--- src/design/ddmm_pkg.sv ---
// shared types, constants and the steering cut table for the motor mixer
// no dependencies; imported by ddmm_wheel and differential_drive_motor_mixer_top
package ddmm_pkg;

    // request kinds
    localparam logic [2:0] REQ_SET_MOTOR   = 3'd0;
    localparam logic [2:0] REQ_SET_POWER   = 3'd1;
    localparam logic [2:0] REQ_FORWARD     = 3'd2;
    localparam logic [2:0] REQ_BACKWARD    = 3'd3;
    localparam logic [2:0] REQ_STOP        = 3'd4;
    localparam logic [2:0] REQ_ESTOP       = 3'd5;
    localparam logic [2:0] REQ_CLEAR_ESTOP = 3'd6;

    // wheel ids for set_motor
    localparam logic [1:0] MOTOR_LEFT  = 2'd1;
    localparam logic [1:0] MOTOR_RIGHT = 2'd2;

    // configuration register indexes
    localparam logic [1:0] CFG_LEFT_TRIM  = 2'd0;
    localparam logic [1:0] CFG_RIGHT_TRIM = 2'd1;
    localparam logic [1:0] CFG_MAX_OUTPUT = 2'd2;

    // q8.8 percent
    localparam logic [14:0] FULL_SCALE  = 15'd25600;
    localparam logic [14:0] HALF_OFFSET = 15'd12800;

    // divide by 100 as multiply by ceil(2^29/100) and shift, exact below 2^22
    localparam int          RECIP_SHIFT = 29;
    localparam logic [22:0] RECIP_100   = 23'd5368710;
    localparam logic [6:0]  ANGLE_MAX   = 7'd100;

    // one wheel request in sign and magnitude form, magnitude already clamped
    typedef struct packed {
        logic        neg;
        logic [14:0] mag;
    } wheel_cmd_t;

    // (100 - a) times the reciprocal, one entry per saturated angle
    function automatic logic [29:0] cut_factor(input logic [6:0] a);
        logic [6:0] keep;
        keep = ANGLE_MAX - a;
        return 30'({23'd0, keep} * {7'd0, RECIP_100});
    endfunction

endpackage

--- src/design/ddmm_wheel.sv ---
// per wheel output shaping: remap, trim, clamp and sign restore
// depends on ddmm_pkg
module ddmm_wheel
    import ddmm_pkg::*;
(
    input  wheel_cmd_t         cmd,
    input  logic signed [15:0] trim,
    input  logic [14:0]        max_out,
    output logic signed [15:0] speed
);

    logic signed [17:0] v_raw;
    logic [14:0]        v_clamp;
    logic [14:0]        v_lim;

    always_comb
    begin
        v_raw = $signed({4'b0000, cmd.mag[14:1]}) + $signed({3'b000, HALF_OFFSET})
              - $signed({{2{trim[15]}}, trim});
        priority if (v_raw < 18'sd0)
            v_clamp = 15'd0;
        else if (v_raw > $signed({3'b000, FULL_SCALE}))
            v_clamp = FULL_SCALE;
        else
            v_clamp = v_raw[14:0];
        v_lim = (v_clamp > max_out) ? max_out : v_clamp;
        // a zero request stays zero whatever the trim
        if (cmd.mag == 15'd0)
            speed = 16'sd0;
        else if (cmd.neg)
            speed = -$signed({1'b0, v_lim});
        else
            speed = $signed({1'b0, v_lim});
    end

endmodule

--- config.mk ---
export PLATFORM = sky130hd
export DESIGN_NAME = ddmm_wheel
export DESIGN_NICKNAME = d
export VERILOG_FILES = /design/src/design/ddmm_pkg.sv /design/src/design/ddmm_wheel.sv
export SDC_FILE = /design/constraint.sdc
export NUM_CORES = 1
export LEC_CHECK = 0
export ABC_AREA = 1
export ABC_CLOCK_PERIOD_IN_PS = 6200
export CORE_MARGIN = 4
export CORE_UTILIZATION = 40
export DETAILED_ROUTE_END_ITERATION = 12
export DONT_BUFFER_PORTS = 1
export PLACE_DENSITY = 0.66
export SYNTH_ARGS = -nofsm -noshare
export SYNTH_HDL_FRONTEND = slang
export SYNTH_SLANG_ARGS = --single-unit
--- constraint.sdc ---
create_clock -name vclk -period 6.2
set_input_delay 0 -clock vclk [all_inputs]
set_output_delay 0 -clock vclk [all_outputs]
set_load 0.05 [all_outputs]
Word-level counts from Yosys, hierarchy flattened --
Index checks and enable logic that the tools add are counted.
Word-level totals: word-level logic and storage cells 12, register bits after elaboration 0, output and inout port bits 16, input port bits 47
Cells by class: $add $sub $neg 3, muxes and demuxes 5, magnitude comparators 3, reductions and logical operators 1
Operator list (count):
- $mux W15 | 3
- $mux W16 | 2
- $gt A17 B16 Y1 const B | 1
- $lt A17 B1 Y1 const B | 1
- $sub A16 B16 Y17 | 1
- $neg A15 Y16 | 1
- $add A14 B14 Y15 const B | 1
- $gt A15 B15 Y1 | 1
- $logic_not A15 Y1 | 1

Logic depth before layout (Yosys ltp) --
depth after elaboration 10, mapped depth 42

Worst setup path before layout --
Ideal clock, no wire load.
kind input port to output port, start in cmd[10] in the netlist's numbering, end out speed[12], arrival 4.747 ns, path slack 1.453 ns, required time 6.200 ns, cell stages on the path 39, cells stage by stage ha_1 > a21oi_1 > xor2_1 > ha_1 > nand2_1 > inv_1 > nand2_1 > nand2_1 > a21oi_1 > nand2_1 > nand2_1 > nand2_2 > nand2_2 > clkinv_1 > nand2_2 > nand2_4 > nand2_4 > buf_6 > (+3 left out) > a21oi_1 > o21ai_0 > a21oi_1 > nand2_1 > nand2_1 > clkbuf_1 > buf_2 > nand2_1 > nand2_1 > ha_1 > nand3_1 > nor2_1 > nand2_1 > nand2_2 > nand3_1 > nand2_1 > nand2_1 > nor2_1
On the way: longest elaborated chain between the ends 10, elaborated cells between the ends (all ways) 12, those cells by class add/sub (3); order compare (3); mux (5); reduce/logical (1)
RTL lines:
- from (decl) | RTL line ddmm_wheel.sv:6 | input wheel_cmd_t cmd,
- $add A14 B14 Y15 | RTL line ddmm_wheel.sv:18 | v_raw = $signed({4'b0000, cmd.mag[14:1]}) + $signed({3'b000, HALF_OFFSET})
- $sub A16 B16 Y17 | RTL line ddmm_wheel.sv:19 | - $signed({{2{trim[15]}}, trim});
- $gt A17 B16 Y1 | RTL line ddmm_wheel.sv:22 | else if (v_raw > $signed({3'b000, FULL_SCALE}))
- $mux W15 | RTL line ddmm_wheel.sv:22
- $mux W15 | RTL line ddmm_wheel.sv:20 | priority if (v_raw < 18'sd0)
- $gt A15 B15 Y1 | RTL line ddmm_wheel.sv:26 | v_lim = (v_clamp > max_out) ? max_out : v_clamp;
- $mux W15 | RTL line ddmm_wheel.sv:26
- $neg A15 Y16 | RTL line ddmm_wheel.sv:31 | speed = -$signed({1'b0, v_lim});
- $mux W16 | RTL line ddmm_wheel.sv:30 | else if (cmd.neg)
- $mux W16 * | RTL line ddmm_wheel.sv:28 | if (cmd.mag == 15'd0)
- to (decl) | RTL line ddmm_wheel.sv:9 | output logic signed [15:0] speed
Mark *: on every way between the ends. The rest lies on a longest branch, timed or not.

Worst setup path after layout --
start in cmd[10] in the netlist's numbering, end out speed[14]
The elaborated chain is that of the path after synthesis.

==> metrics.txt <==
critical path endpoint category=output port; Tot Pwr=709.5 uW; DRT Pass-1 Iters=4; critical path startpoint category=primary input; worst hold endpoint=speed[15]; initial antenna violation count=0; crit path max fanout=25; critical path's most frequent cell=nand2_1; final net count=619; setup_tns=0 ns; CP arrival=5.45 ns; footprint of the multi-input gates=2261 um^2; DRC viols=0; Iter 0 DRT Violations=104; Critical-path top delay cell=nand2_1; Clock buffer cells=0; Congestion Overflow GR=0; share of cells above drive strength 1=10.63%; Inst Count DP=613; routed len/inst=11.55 um; Post-Syn Area=2691 um^2; net switching power=494.3 uW; register area=0 um^2; Logic pwr share=100.0%; top-count cell post-synth=nand2_1; largest net degree at the start of global routing=26; Post-DP HPWL=6232 um; Synth Net Count=609; non-filler cells, final=613; outcome=complete, no violations; Worst Path Required=6.20 ns; initial core utilization=41.67%; Placement Setup Slack=0.7907 ns; Seq/Total Area, Yosys=0%; cell family with most CP delay=simple AND/OR/NAND/NOR gates; pwr dens=247.7 nW/um^2; DR vias/cell=5.090; area share of the largest cell type after synthesis=23.29%; sequential cell count=0; Layout fillers=717; Rows=29; vias in the first global route=2819; ranking of synthesized cells by area=nand2_1, ha_1, inv_1; Synth cell types=37; final worst slack=0.7529 ns; Pleak=0.001797 uW; fin. max-slew vios=0; Buffers & Inverters on Critical Path=2; crit share post-route=87.86%; Placeable Area=6459 um^2; fin crit period=5.447 ns; port bufs=0; area delta synth->final=6.416%; IO Pins=63; DR vias=3120; WL final=7080 um; hold buffer count at CTS=0; Commonest cells post-synth=nand2_1, inv_1, nor2_1, nand3_1, ha_1; synthesized area per cell=5.097 um^2; Final ANT Viol Nets=0; Max VDD drop=0.1582 mV; worst hold path cell count=3; slew at the pin closest to its max-slew limit=0.8910 ns; min-delay src=cmd[15]; leading area contributor after synthesis=nand2_1; first-pass GRT wire length=12300 um; Clk pwr share=0%; Final Hold Fails=0; number of setup buffers added after CTS=0; Cell Int Power=215.2 uW; hold crit path type=in -> out; Cells after Synth=528; post-cts resize count=0; total die area=8105 um^2; hold_ws=0.2869 ns; Antenna Cells=0; Finish-stage setup viols=0; Routability Congestion=0.9004; Ys Warns=0; Slew HR=40.38%; GRT Resource Usage Total=17.01%; Die Wd=90.03 um; WS Path Type=in -> out; max cap viols=0; unrepaired setup endpoints after global routing=no; Switching Fraction=69.67%; Die Y=90.03 um; CP max stage delay=0.65 ns; Seq pwr share=0%; fmax=183.6 MHz
-- logic make-up (layout without fill, tap and decap cells) --
logic type	after synthesis	count (layout)	share of synthesized area [%]
buf+inv	112	120	16.18
simple gates	333	333	57.69
xor+xnor	4	4	1.302
fa+ha+maj	34	34	16.09
compound gates	45	45	8.740
-- through the flow --
stage	util [%]	instance area, um^2
after global placement	44.34	2864
after global routing	44.34	2864
final	44.34	2864
after CTS	44.34	2864
after floorplan	-	2691
after detailed placement	44.34	2864
-- routing by layer --
metal  global-route usage (%)  wire length [um]  vias up
met5                        0                 0        -
li1                         -                 -     1684
met1                    22.87              3531     1388
met3                   0.5008               118        2
met2                    30.68              3378       46
met4                    2.679                51        0
-- worst min-delay path, stage by stage --
cell and delay, ns:
o21ai_0 0.05, nor2_1 0.05, buf_4 0.18
-- worst max-delay path by stage --
stage / cells past startpoint / from / slack (ns) / to
6_report: 34 / cmd[10] / 0.75 / speed[14]
5_1_grt: 34 / cmd[10] / 0.07 / speed[14]
4_1_cts: 34 / cmd[10] / 0.77 / speed[14]
3_5_place_dp: 34 / cmd[10] / 0.79 / speed[14]
3_3_place_gp: 34 / cmd[10] / 1.04 / speed[14]
2_1_floorplan: 39 / cmd[10] / 1.45 / speed[12]
-- area by class of cell --
| class | count | area share, % |
|---|---|---|
| repair buffers | 15 | 3.932 |
| multi-input cells | 416 | 78.94 |
| well taps | 77 | 3.364 |
| inverters | 105 | 13.76 |
-- power groups by stage --
| stage | combinational, uW | clock, uW | sequential [uW] |
|---|---|---|---|
| 2_1_floorplan | 570 | 0 | 0 |
| 3_3_place_gp | 698 | 0 | 0 |
| 3_5_place_dp | 707 | 0 | 0 |
| 4_1_cts | 710 | 0 | 0 |
| 5_1_grt | 796 | 0 | 0 |
| 6_report | 710 | 0 | 0 |
-- cells in the final DEF (no fill, tap or decap), types with 2 or more instances in the layout --
master,count
and2_1,2
nor4_1,3
nand3_1,49
inv_1,101
or4_1,2
or2_2,4
ha_1,33
nand2_1,167
nor2_2,7
buf_4,15
nand3_2,6
a21oi_1,30
nand2_2,13
nand2_4,3
nand3b_1,4
o21ai_0,9
nand4_1,12
inv_2,3
o21ai_1,2
nand4_2,2
nor2_1,53
xor2_1,3
Power figures use the tool's default switching activity.
